==> config.mk <==
export PLATFORM = sky130hd
export DESIGN_NAME = ps2_mouse_packet_tracker
export DESIGN_NICKNAME = d
export VERILOG_FILES = /design/src/hdl/ps2mt_pkg.sv /design/src/hdl/ps2mt_buttons.sv /design/src/hdl/ps2mt_cursor.sv /design/src/hdl/ps2_mouse_packet_tracker.sv
export SDC_FILE = /design/constraint.sdc
export NUM_CORES = 1
export LEC_CHECK = 0
export ABC_AREA = 1
export ABC_CLOCK_PERIOD_IN_PS = 4200
export BUFFER_PORTS_ARGS = -buffer_cell sky130_fd_sc_hd__buf_4
export CORE_MARGIN = 3
export CORE_UTILIZATION = 61
export DETAILED_ROUTE_END_ITERATION = 8
export HOLD_SLACK_MARGIN = 0.06
export PLACE_DENSITY = 0.78
export SYNTH_ARGS = -nofsm -noshare
export SYNTH_HDL_FRONTEND = slang
export SYNTH_HIERARCHICAL = 1
export SYNTH_SLANG_ARGS = --single-unit
==> constraint.sdc <==
create_clock -name clk -period 4.2 [get_ports clk]
set_input_delay 0.21 -clock clk [delete_from_list [all_inputs] [get_ports clk]]
set_output_delay 0.21 -clock clk [all_outputs]
set_load 0.05 [all_outputs]
==> src/hdl/ps2mt_pkg.sv <==
// Package with the types and constants of the PS/2 mouse packet tracker.
package ps2mt_pkg;

  typedef enum logic [1:0] {
    OP_DATA         = 2'd0,
    OP_POLL_PRESS   = 2'd1,
    OP_POLL_RELEASE = 2'd2,
    OP_CLEAR_HELD   = 2'd3
  } op_t;

  localparam int BTN_COUNT      = 3;
  localparam int BTN_CODE_BITS  = 7;
  localparam int OUT_COORD_BITS = 12;
  localparam int CFG_DATA_BITS  = 12;

  localparam logic [BTN_CODE_BITS-1:0] NO_BUTTON = 7'd127;

  // Configuration register indexes.
  localparam logic REG_MAX_X = 1'b0;
  localparam logic REG_MAX_Y = 1'b1;

  localparam int MAX_X_DEFAULT = 800;
  localparam int MAX_Y_DEFAULT = 600;

  // Byte position that completes a packet.
  localparam logic [1:0] LAST_BYTE_IDX = 2'd2;

  // Button changes found in one packet.
  typedef struct packed {
    logic                     press_hit;
    logic [BTN_CODE_BITS-1:0] press_num;
    logic                     release_hit;
    logic [BTN_CODE_BITS-1:0] release_num;
  } btn_update_t;

endpackage

==> src/hdl/ps2mt_buttons.sv <==
// Button edge detector: finds the highest pressed and released button of a packet.
module ps2mt_buttons
  import ps2mt_pkg::*;
(
  input  logic [BTN_COUNT-1:0] now_buttons,
  input  logic [BTN_COUNT-1:0] last_buttons,
  output btn_update_t          update
);

  logic [BTN_COUNT-1:0] rising;
  logic [BTN_COUNT-1:0] falling;

  assign rising  = now_buttons & ~last_buttons;
  assign falling = ~now_buttons & last_buttons;

  // Scanning upward lets the highest changed button win.
  always_comb begin
    update = '{press_hit: 1'b0, press_num: NO_BUTTON,
               release_hit: 1'b0, release_num: NO_BUTTON};
    for (int i = 0; i < BTN_COUNT; i++) begin
      if (rising[i]) begin
        update.press_hit = 1'b1;
        update.press_num = BTN_CODE_BITS'(i + 1);
      end
      if (falling[i]) begin
        update.release_hit = 1'b1;
        update.release_num = BTN_CODE_BITS'(i + 1);
      end
    end
  end

endmodule

==> src/hdl/ps2mt_cursor.sv <==
// One cursor axis: adds a signed delta and clamps the result to 0..max.
module ps2mt_cursor #(
  parameter int COORD_BITS = 12
) (
  input  logic [COORD_BITS-1:0] pos,
  input  logic signed [8:0]     delta,
  input  logic [COORD_BITS-1:0] max_pos,
  input  logic                  move,
  output logic [COORD_BITS-1:0] pos_next
);

  localparam int SUM_BITS = COORD_BITS + 2;

  logic signed [SUM_BITS-1:0] sum;
  logic signed [SUM_BITS-1:0] limit;

  assign sum   = $signed({2'b00, pos}) + SUM_BITS'(delta);
  assign limit = $signed({2'b00, max_pos});

  // The high bound is tested first; a limit is never negative, so the order only
  // matters for readability.
  always_comb begin
    if (!move) begin
      pos_next = pos;
    end else if (sum > limit) begin
      pos_next = max_pos;
    end else if (sum < 0) begin
      pos_next = '0;
    end else begin
      pos_next = sum[COORD_BITS-1:0];
    end
  end

endmodule

==> src/hdl/ps2_mouse_packet_tracker.sv <==
// Top level of the PS/2 mouse packet tracker.
// Pipeline: an accepted transaction waits in the input register until the result
// register can take it. Throughput: one transaction per cycle unless the output stalls,
// through two stages, the input register and the result register; the tracker state
// updates at the same edge as the result register.
// Reset (synchronous, active high): cursor at 0,0, all button codes 127, packet
// assembly at byte 0, limits back to 800 by 600.
module ps2_mouse_packet_tracker
  import ps2mt_pkg::*;
#(
  parameter int COORD_BITS = 12
) (
  input  logic                      clk,
  input  logic                      rst,

  input  logic                      cfg_we,
  input  logic                      cfg_index,
  input  logic [CFG_DATA_BITS-1:0]  cfg_data,

  input  logic                      in_valid,
  output logic                      in_ready,
  input  logic [1:0]                op,
  input  logic [7:0]                data_byte,
  input  logic                      aux_flag,

  output logic                      out_valid,
  input  logic                      out_ready,
  output logic [OUT_COORD_BITS-1:0] cursor_x,
  output logic [OUT_COORD_BITS-1:0] cursor_y,
  output logic [BTN_CODE_BITS-1:0]  pressed_button,
  output logic [BTN_CODE_BITS-1:0]  released_button,
  output logic [BTN_CODE_BITS-1:0]  held_press,
  output logic [BTN_CODE_BITS-1:0]  held_release,
  output logic                      packet_done
);

  localparam logic [COORD_BITS-1:0] MAX_X_RESET = COORD_BITS'(MAX_X_DEFAULT);
  localparam logic [COORD_BITS-1:0] MAX_Y_RESET = COORD_BITS'(MAX_Y_DEFAULT);

  // ---------------------------------------------------------------------------
  // Configuration. Written data is zero-extended or cut to the coordinate width.
  // ---------------------------------------------------------------------------
  logic [COORD_BITS-1:0]               max_x;
  logic [COORD_BITS-1:0]               max_y;
  logic [COORD_BITS+CFG_DATA_BITS-1:0] cfg_wide;
  logic [COORD_BITS-1:0]               cfg_coord;

  assign cfg_wide  = {{COORD_BITS{1'b0}}, cfg_data};
  assign cfg_coord = cfg_wide[COORD_BITS-1:0];

  always_ff @(posedge clk) begin
    if (rst) begin
      max_x <= MAX_X_RESET;
      max_y <= MAX_Y_RESET;
    end else if (cfg_we) begin
      if (cfg_index == REG_MAX_X) begin
        max_x <= cfg_coord;
      end
      if (cfg_index == REG_MAX_Y) begin
        max_y <= cfg_coord;
      end
    end
  end

  // ---------------------------------------------------------------------------
  // Input register. It advances whenever the result register can take the
  // transaction it holds, so a new transaction enters in every cycle unless
  // the output side stalls.
  // ---------------------------------------------------------------------------
  logic       s1_valid;
  op_t        s1_op;
  logic [7:0] s1_data;
  logic       s1_aux;
  logic       fire;

  assign fire     = s1_valid && (!out_valid || out_ready);
  assign in_ready = !s1_valid || fire;

  always_ff @(posedge clk) begin
    if (rst) begin
      s1_valid <= 1'b0;
    end else if (in_ready) begin
      s1_valid <= in_valid;
    end
  end

  always_ff @(posedge clk) begin
    if (in_ready && in_valid) begin
      s1_op   <= op_t'(op);
      s1_data <= data_byte;
      s1_aux  <= aux_flag;
    end
  end

  // ---------------------------------------------------------------------------
  // Tracker state. It changes only when the transaction in the input register
  // moves on to the result register, so back-to-back transactions always see
  // the state left by the one before.
  // ---------------------------------------------------------------------------
  logic [7:0]              pkt_b0;
  logic [7:0]              pkt_b1;
  logic [1:0]              byte_index;
  logic [BTN_COUNT-1:0]    last_buttons;
  logic [COORD_BITS-1:0]   pos_x;
  logic [COORD_BITS-1:0]   pos_y;
  logic [BTN_CODE_BITS-1:0] press_latch;
  logic [BTN_CODE_BITS-1:0] release_latch;
  logic [BTN_CODE_BITS-1:0] press_copy;
  logic [BTN_CODE_BITS-1:0] release_copy;

  logic [1:0]               byte_index_next;
  logic [BTN_COUNT-1:0]     last_buttons_next;
  logic [COORD_BITS-1:0]    pos_x_next;
  logic [COORD_BITS-1:0]    pos_y_next;
  logic [BTN_CODE_BITS-1:0] press_latch_next;
  logic [BTN_CODE_BITS-1:0] release_latch_next;
  logic [BTN_CODE_BITS-1:0] press_copy_next;
  logic [BTN_CODE_BITS-1:0] release_copy_next;

  logic is_aux_byte;
  logic finish;
  logic move;
  logic signed [8:0] delta_x;
  logic signed [8:0] delta_y;
  logic [COORD_BITS-1:0] moved_x;
  logic [COORD_BITS-1:0] moved_y;
  btn_update_t           btn_upd;

  // Only data transactions with the auxiliary flag take part in a packet; any
  // other byte from the controller is dropped.
  assign is_aux_byte = (s1_op == OP_DATA) && s1_aux;
  assign finish      = is_aux_byte && (byte_index >= LAST_BYTE_IDX);

  // A packet with no motion at all leaves the cursor untouched, even if it sits
  // above a limit that was lowered since.
  assign move    = (pkt_b1 != 8'd0) || (s1_data != 8'd0);
  assign delta_x = $signed({pkt_b1[7], pkt_b1});
  // Screen Y grows downward, so the mouse Y delta is negated; 0x80 gives +128.
  assign delta_y = -$signed({s1_data[7], s1_data});

  ps2mt_cursor #(
    .COORD_BITS(COORD_BITS)
  ) u_cursor_x (
    .pos      (pos_x),
    .delta    (delta_x),
    .max_pos  (max_x),
    .move     (move),
    .pos_next (moved_x)
  );

  ps2mt_cursor #(
    .COORD_BITS(COORD_BITS)
  ) u_cursor_y (
    .pos      (pos_y),
    .delta    (delta_y),
    .max_pos  (max_y),
    .move     (move),
    .pos_next (moved_y)
  );

  // Sign and overflow bits of the first byte are ignored; only the buttons count.
  ps2mt_buttons u_buttons (
    .now_buttons  (pkt_b0[BTN_COUNT-1:0]),
    .last_buttons (last_buttons),
    .update       (btn_upd)
  );

  always_comb begin
    byte_index_next    = byte_index;
    last_buttons_next  = last_buttons;
    pos_x_next         = pos_x;
    pos_y_next         = pos_y;
    press_latch_next   = press_latch;
    release_latch_next = release_latch;
    press_copy_next    = press_copy;
    release_copy_next  = release_copy;
    case (s1_op)
      OP_DATA: begin
        if (is_aux_byte) begin
          if (finish) begin
            byte_index_next   = 2'd0;
            pos_x_next        = moved_x;
            pos_y_next        = moved_y;
            last_buttons_next = pkt_b0[BTN_COUNT-1:0];
            if (btn_upd.press_hit) begin
              press_latch_next = btn_upd.press_num;
              press_copy_next  = btn_upd.press_num;
            end
            if (btn_upd.release_hit) begin
              release_latch_next = btn_upd.release_num;
              release_copy_next  = btn_upd.release_num;
            end
          end else begin
            byte_index_next = byte_index + 2'd1;
          end
        end
      end
      OP_POLL_PRESS: begin
        press_latch_next = NO_BUTTON;
      end
      OP_POLL_RELEASE: begin
        release_latch_next = NO_BUTTON;
      end
      OP_CLEAR_HELD: begin
        press_copy_next   = NO_BUTTON;
        release_copy_next = NO_BUTTON;
      end
      default: begin
      end
    endcase
  end

  always_ff @(posedge clk) begin
    if (rst) begin
      byte_index    <= 2'd0;
      last_buttons  <= '0;
      pos_x         <= '0;
      pos_y         <= '0;
      press_latch   <= NO_BUTTON;
      release_latch <= NO_BUTTON;
      press_copy    <= NO_BUTTON;
      release_copy  <= NO_BUTTON;
      pkt_b0        <= 8'd0;
      pkt_b1        <= 8'd0;
    end else if (fire) begin
      byte_index    <= byte_index_next;
      last_buttons  <= last_buttons_next;
      pos_x         <= pos_x_next;
      pos_y         <= pos_y_next;
      press_latch   <= press_latch_next;
      release_latch <= release_latch_next;
      press_copy    <= press_copy_next;
      release_copy  <= release_copy_next;
      if (is_aux_byte && !finish) begin
        if (byte_index == 2'd0) begin
          pkt_b0 <= s1_data;
        end else begin
          pkt_b1 <= s1_data;
        end
      end
    end
  end

  // ---------------------------------------------------------------------------
  // Result register. A poll shows the latch as it was before clearing; every
  // other transaction shows the latches after the step. Because polls only
  // clear, the value before the step is right for every non-data operation.
  // ---------------------------------------------------------------------------
  logic [COORD_BITS+OUT_COORD_BITS-1:0] wide_x;
  logic [COORD_BITS+OUT_COORD_BITS-1:0] wide_y;

  assign wide_x = {{OUT_COORD_BITS{1'b0}}, pos_x_next};
  assign wide_y = {{OUT_COORD_BITS{1'b0}}, pos_y_next};

  always_ff @(posedge clk) begin
    if (rst) begin
      out_valid <= 1'b0;
    end else if (fire) begin
      out_valid <= 1'b1;
    end else if (out_ready) begin
      out_valid <= 1'b0;
    end
  end

  always_ff @(posedge clk) begin
    if (fire) begin
      cursor_x        <= wide_x[OUT_COORD_BITS-1:0];
      cursor_y        <= wide_y[OUT_COORD_BITS-1:0];
      pressed_button  <= (s1_op == OP_DATA) ? press_latch_next : press_latch;
      released_button <= (s1_op == OP_DATA) ? release_latch_next : release_latch;
      held_press      <= press_copy_next;
      held_release    <= release_copy_next;
      packet_done     <= finish;
    end
  end

endmodule

# --- After elaboration in Yosys (flattened, before gate mapping) ---
# Cells that the tools add are included.
word_totals:
  ff_bits: 158
  mem_count: 0
  mem_bits_rw: 0
  rom_bits: 0
  word_cells: 103
  input_bits: 29
  out_inout_bits: 55
  latch_bits: 0
op_classes:
  div: 0
  n_eq_ne: 3
  n_mul: 0
  n_reduce_logical: 22
  n_addsub: 4
  muxes: 39
  shift: 0
  bitwise_logic: 6
  magnitude_cmp: 5
ops:
  columns: ["op", "n"]
  rows:
  - ["$mux 12", 12]
  - ["$mux 7", 14]
  - ["$pmux 7 s2", 4]
  - ["$mux 8", 6]
  - ["$gt 14x13->1", 2]
  - ["$lt 14x1->1 const B", 2]
  - ["$reduce_bool 8->1", 2]
  - ["$add 13x8->14", 1]
  - ["$add 13x9->14", 1]
  - ["$neg 8->9", 1]
  - ["$reduce_and 3->1", 3]
  - ["$and 3x3->3", 2]
  - ["$not 3->3", 2]
  - ["$logic_and 1x1->1", 5]
  - ["$eq 2x2->1 const B", 2]
  - ["$logic_not 2->1", 2]
  - ["$reduce_and 2->1", 2]
  - ["$reduce_and 4->1", 1]
  - ["$logic_not 1->1", 3]
  - ["$logic_or 1x1->1", 3]
  - ["$add 2x1->2 const B", 1]
  - ["$eq 2x1->1 const B", 1]
  - ["$ge 2x2->1 const B", 1]
  - ["$mux 1", 2]
  - ["other kinds (3)", 4]

# --- Longest topological paths before layout ---
logic_depth:
  word_depth: 10
  ltp_mapped: 31
  mapped_depth_nobuf: 30

# --- Hierarchy ---
# The synthesis kept the hierarchy.
modules_own_cells:
  columns: ["mod", "area_each_um2", "n_inst", "seq_area_each_um2", "cells_each"]
  rows:
  - ["ps2_mouse_packet_tracker", 6523.8, 1, 3803.6, 771]
  - ["ps2mt_cursor at u_cursor_x", 1551.5, 1, 0.0, 283]
  - ["ps2mt_cursor at u_cursor_y", 1514.0, 1, 0.0, 285]
  - ["ps2mt_buttons", 175.2, 1, 0.0, 32]

# --- Worst setup path before layout ---
# OpenSTA, ideal clock, no wires.
synth_timing:
  path_type: "reg2reg"
  startpoint: "reg s1_data[0]"
  endpoint: "reg cursor_y[9] (data pin)"
  period_less_slack_ns: 3.731
  setup_ns: 0.254
  n_path_buf: 1
  arrival_time_ns: 3.476
  setup_slack_ns: 0.469
  required_time_ns: 3.946
  path_stages_with_launch: 28
  path_cell_list: "edfxtp_1 inv_1 ha_1 nand2_1 nor2_1 nand3_1 nor2_1 nor2_1 ha_1 nand2_2 inv_1 nand2_1 nand2_1 inv_1 nand2_1 xor2_1 inv_1 ha_1 nand2_1 nor3_1 nand4_1 nand2_1 buf_2 nand3_1 nand3_1 nand2_1 nand2_2 nand2_2"
synth_between:
  elab_chain_cells: 9
  word_cells_on_any_way: 12
  cone_classes: "add/sub (2); order compare (2); mux (6); reduce/logical (2)"
synth_rtl:
  columns: ["item", "line_no", "rtl"]
  rows:
  - ["start: declaration", "ps2_mouse_packet_tracker.sv:72", "logic [7:0] s1_data;"]
  - ["start signal: assignment", "ps2_mouse_packet_tracker.sv:90", "s1_data <= data_byte;"]
  - ["$neg 8->9 *", "ps2_mouse_packet_tracker.sv:139", "assign delta_y = -$signed({s1_data[7], s1_data});"]
  - ["via delta_y[8]", "ps2_mouse_packet_tracker.sv:124", "logic signed [8:0] delta_y;"]
  - ["$add 13x9->14 *", "ps2mt_cursor.sv:17", "assign sum = $signed({2'b00, pos}) + SUM_BITS'(delta);"]
  - ["$lt 14x1->1", "ps2mt_cursor.sv:27", "end else if (sum < 0) begin"]
  - ["$mux 12", "ps2mt_cursor.sv:27", null]
  - ["$mux 12 *", "ps2mt_cursor.sv:25", "end else if (sum > limit) begin"]
  - ["$mux 12 *", "ps2mt_cursor.sv:23", "if (!move) begin"]
  - ["via moved_y[9]", "ps2_mouse_packet_tracker.sv:126", "logic [COORD_BITS-1:0] moved_y;"]
  - ["$mux 12 *", "ps2_mouse_packet_tracker.sv:180", "if (finish) begin"]
  - ["$mux 12 *", "ps2_mouse_packet_tracker.sv:179", "if (is_aux_byte) begin"]
  - ["$mux 12 *", "ps2_mouse_packet_tracker.sv:177", "case (s1_op)"]
  - ["via pos_y_next[9]", "ps2_mouse_packet_tracker.sv:114", "logic [COORD_BITS-1:0] pos_y_next;"]
  - ["end signal: assignment", "ps2_mouse_packet_tracker.sv:268", "cursor_y <= wide_y[OUT_COORD_BITS-1:0];"]
  - ["end: declaration", "ps2_mouse_packet_tracker.sv:29", "output logic [OUT_COORD_BITS-1:0] cursor_y,"]
# The timed path passes the listed nets; every way through them passes the cells marked *.
# A chain may end at the register's enable or synchronous reset.

# --- Final worst setup path ---
layout_timing:
  startpoint: "reg s1_data[0]"
  endpoint: "reg cursor_y[4] (data pin)"
# The elaborated chain is that of the path after synthesis.

==> results.toml <==
[status]
status = "finished clean"

[power_and_ir_drop]
ir_worst_vdd_uv = 279
p_per_area_nw_per_um2 = 331
power_w = 0.00384
leakage_nw = 5.67

[global_route]
antenna_found_initial = 0
grt_overflow = 0
grt_usage_pct = 28.6
grt_start_max_net_pins = 71
grt_pass1_wl_um = 40700
grt_pass1_vias = 8456

[sta]
fmax_mhz = 249
setup_viol = 0
rsz0062_at_grt = "true"
hold_viol = 0
layout_min_cycle_time_ps = 4010
worst_pin_slew_ps = 1040
setup_ws_ps = 191
finalCritPeriodShare_pct = 95.4
finClkSkew_ps = 6.90
maxSlewHeadroom_pct = 30.8
slew_viol_final = 0

[cells_and_area]
antennaDiodeCount = 0
multi_input_area_um2 = 5240
fin_cells = 1685
final_layout_size_suffix_gt1_share_pct = 18.9
final_nets = 1549
num-fill-cells = 1257
post-route-util_pct = 75.1
ff_latch_area_um2 = 3800
area_growth_pct = 18.7

[min_path]
whs_path_depth = 4
min-delay-start = "out_ready"
hold_class = "in2reg"
min_to = "out_valid"

[synthesis]
netlist_top_cells_area = "edfxtp_1, dfxtp_1, nand2_1, ha_1, inv_1"
yosysMostFrequentCell = "nand2_1"
syn_inst = 1371
seq_area_frac_synth_pct = 39.0
synth_ff_type = "dfxtp_1"
synth-edff-count = 64
syn_area_um2 = 9760
synth_seq_cells = 158
synth_area_per_cell_um2 = 7.12
yosysWarnings = 6
synth_common_cells = "nand2_1, inv_1, nand3_1"
postSynth.asyncResetShare_pct = 0
syn-num-nets = 1459
yosysTopAreaCell = "edfxtp_1"
netlist.area_leader.share_pct = 19.7
ys_types = 36

[die]
coreArea_um2 = 15400
pin_count = 84
die_y_um = 133
start_util_pct = 63.3
die_x_um = 133
fp.dieArea_um2 = 17600
num_rows = 45

[placement]
numPortBuffers = 83
place_ws_ps = -52.9
dp.cells = 1618
dp_hpwl_um = 17500
place_congestion = 0.955

[worst_setup_path]
cp-start-kind = "flip-flop"
crit_type = "reg2reg"
critical_path_arrival_ps = 4200
r2r_slack_ps = 190
endpoint_kind = "flip-flop"
reg2reg_depth = 25
r2r_end = "cursor_y[4]"
required_ps = 4390
r2r_start = "s1_data[0]"
crit_path_max_fanout = 6

[drt]
antenna_left = 0
routed_wl_um = 25400
drc = 0
wl_per_cell_um = 15.1
avgViaCountPerCell = 5.29
drt_iter0_markers = 849
via_count = 8917
drtPass1Iterations = 6

[cts]
h-tree-depth = 4
clk_transition_reported_paths_ps = 60
root_buffer = "clkbuf_16"
clkLatencyLatePin_ps = 430
cts_sinks = 158
cts_tree = "yes"
numCtsBuffers = 17
clockBufferDepth = 2

[job]
maxCapViolCount = 0
-- worst max path at each step --
stage / from / endpoint / slack, ps
after floorplan: s1_data[0] / cursor_y[9] / 470
after global placement: s1_data[2] / pos_y[11] / 10
after detailed placement: s1_data[2] / pos_y[1] / -50
after CTS: s1_data[0] / pos_y[4] / 7
after global routing: s1_data[0] / pos_y[4] / -130
final: s1_data[0] / cursor_y[4] / 190
-- per-stage QoR --
| stage | hold WS [ps] | setup TNS (ps) | cell area, um^2 |
|---|---|---|---|
| global placement | 391 | 0 | 10400 |
| floorplan | 309 | 0 | 9760 |
| CTS | 81.8 | 0 | 11200 |
| global route | 135 | -687 | 11600 |
| finish | 99.5 | 0 | 11600 |
| detailed placement | 391 | -508 | 10400 |
-- final cells by class --
class | count | area share, %
Timing Repair Buffer | 125 | 8.94
Clock buffer | 18 | 3.70
Multi-Input combinational cell | 982 | 45.2
Sequential cell | 158 | 32.8
Tap cell | 211 | 2.28
Inverter | 177 | 5.75
Clock inverter | 14 | 1.34
-- what timing repair did --
action,4_1_cts,5_1_grt
endpoints found under the hold margin,30,0
gates cloned,0,2
hold buffers,24,0
gates resized for setup,2,57
endpoints found under the setup margin,12,25
buffers inserted,0,9
pin swaps,1,26
-- worst max-delay path: stages, from the launching register on --
cell,delay (ps)
edfxtp_1,420
inv_2,120
ha_4,140
nand2_1,80
nor2_2,160
nand3_2,120
xor2_1,170
ha_2,390
nand2_2,70
inv_1,70
nand2_1,110
o21bai_4,170
xor2_2,200
inv_1,100
ha_4,270
nand2_1,60
nor3_2,150
nand4_1,170
nand2_4,160
buf_8,130
nand3_1,70
nand3_1,90
nand2_1,60
nand2_1,60
nand2_1,70
buf_4,130
-- kinds of logic after synthesis --
group	count (synthesis)	synth area share, %
AO/OA/AOI/OAI	114	6.28
XOR/XNOR	20	1.79
adder cells (fa/ha/maj)	59	7.71
buffers and inverters	232	10.3
flip-flops	158	39.0
AND/OR/NAND/NOR	788	35.0
-- cell usage in the layout (no fill, tap or decap), types with 2 or more instances in the layout --
cell type / n
xor2_1: 12
a21oi_1: 66
nand2_4: 3
inv_1: 160
clkinvlp_4: 4
and2_1: 2
nand4_1: 13
o21bai_1: 3
xnor2_1: 4
ha_1: 49
fa_1: 2
nor2_2: 10
bufinv_16: 2
xor2_2: 4
nand2_2: 56
a21oi_2: 13
nand3_4: 4
edfxtp_1: 64
inv_2: 13
nand3_2: 7
ha_4: 7
inv_6: 5
clkinv_1: 3
nor2_1: 90
o21ai_0: 29
nand2_1: 466
or2_2: 15
nand3_1: 111
clkbuf_16: 18
nor4_1: 2
buf_4: 98
nor2_4: 9
clkinv_2: 2
dlygate4sd3_1: 24
dfxtp_1: 94
-- state kept, by name, indices dropped and copies added (netlist names), 8 cells and up --
name	count
pos_y	12
cursor_x	12
max_x	12
max_y	12
pos_x	12
s1_data	8
pkt_b1	8
cursor_y	12
-- power by group --
group / total, W / switching, W / internal (W) / leakage, nW
clock network: 0.00155 / 0.000668 / 0.000886 / 0.276
registers: 0.00171 / 0.0000354 / 0.00167 / 1.37
logic: 0.000574 / 0.000378 / 0.000196 / 4.03
-- routing by layer --
layer | track usage (%) | routed length, um
met3 | 4.87 | 1350
met4 | 12.2 | 804
met5 | 0 | 0
met1 | 36.0 | 10800
met2 | 48.7 | 12500
Power figures use the tool's default switching activity.
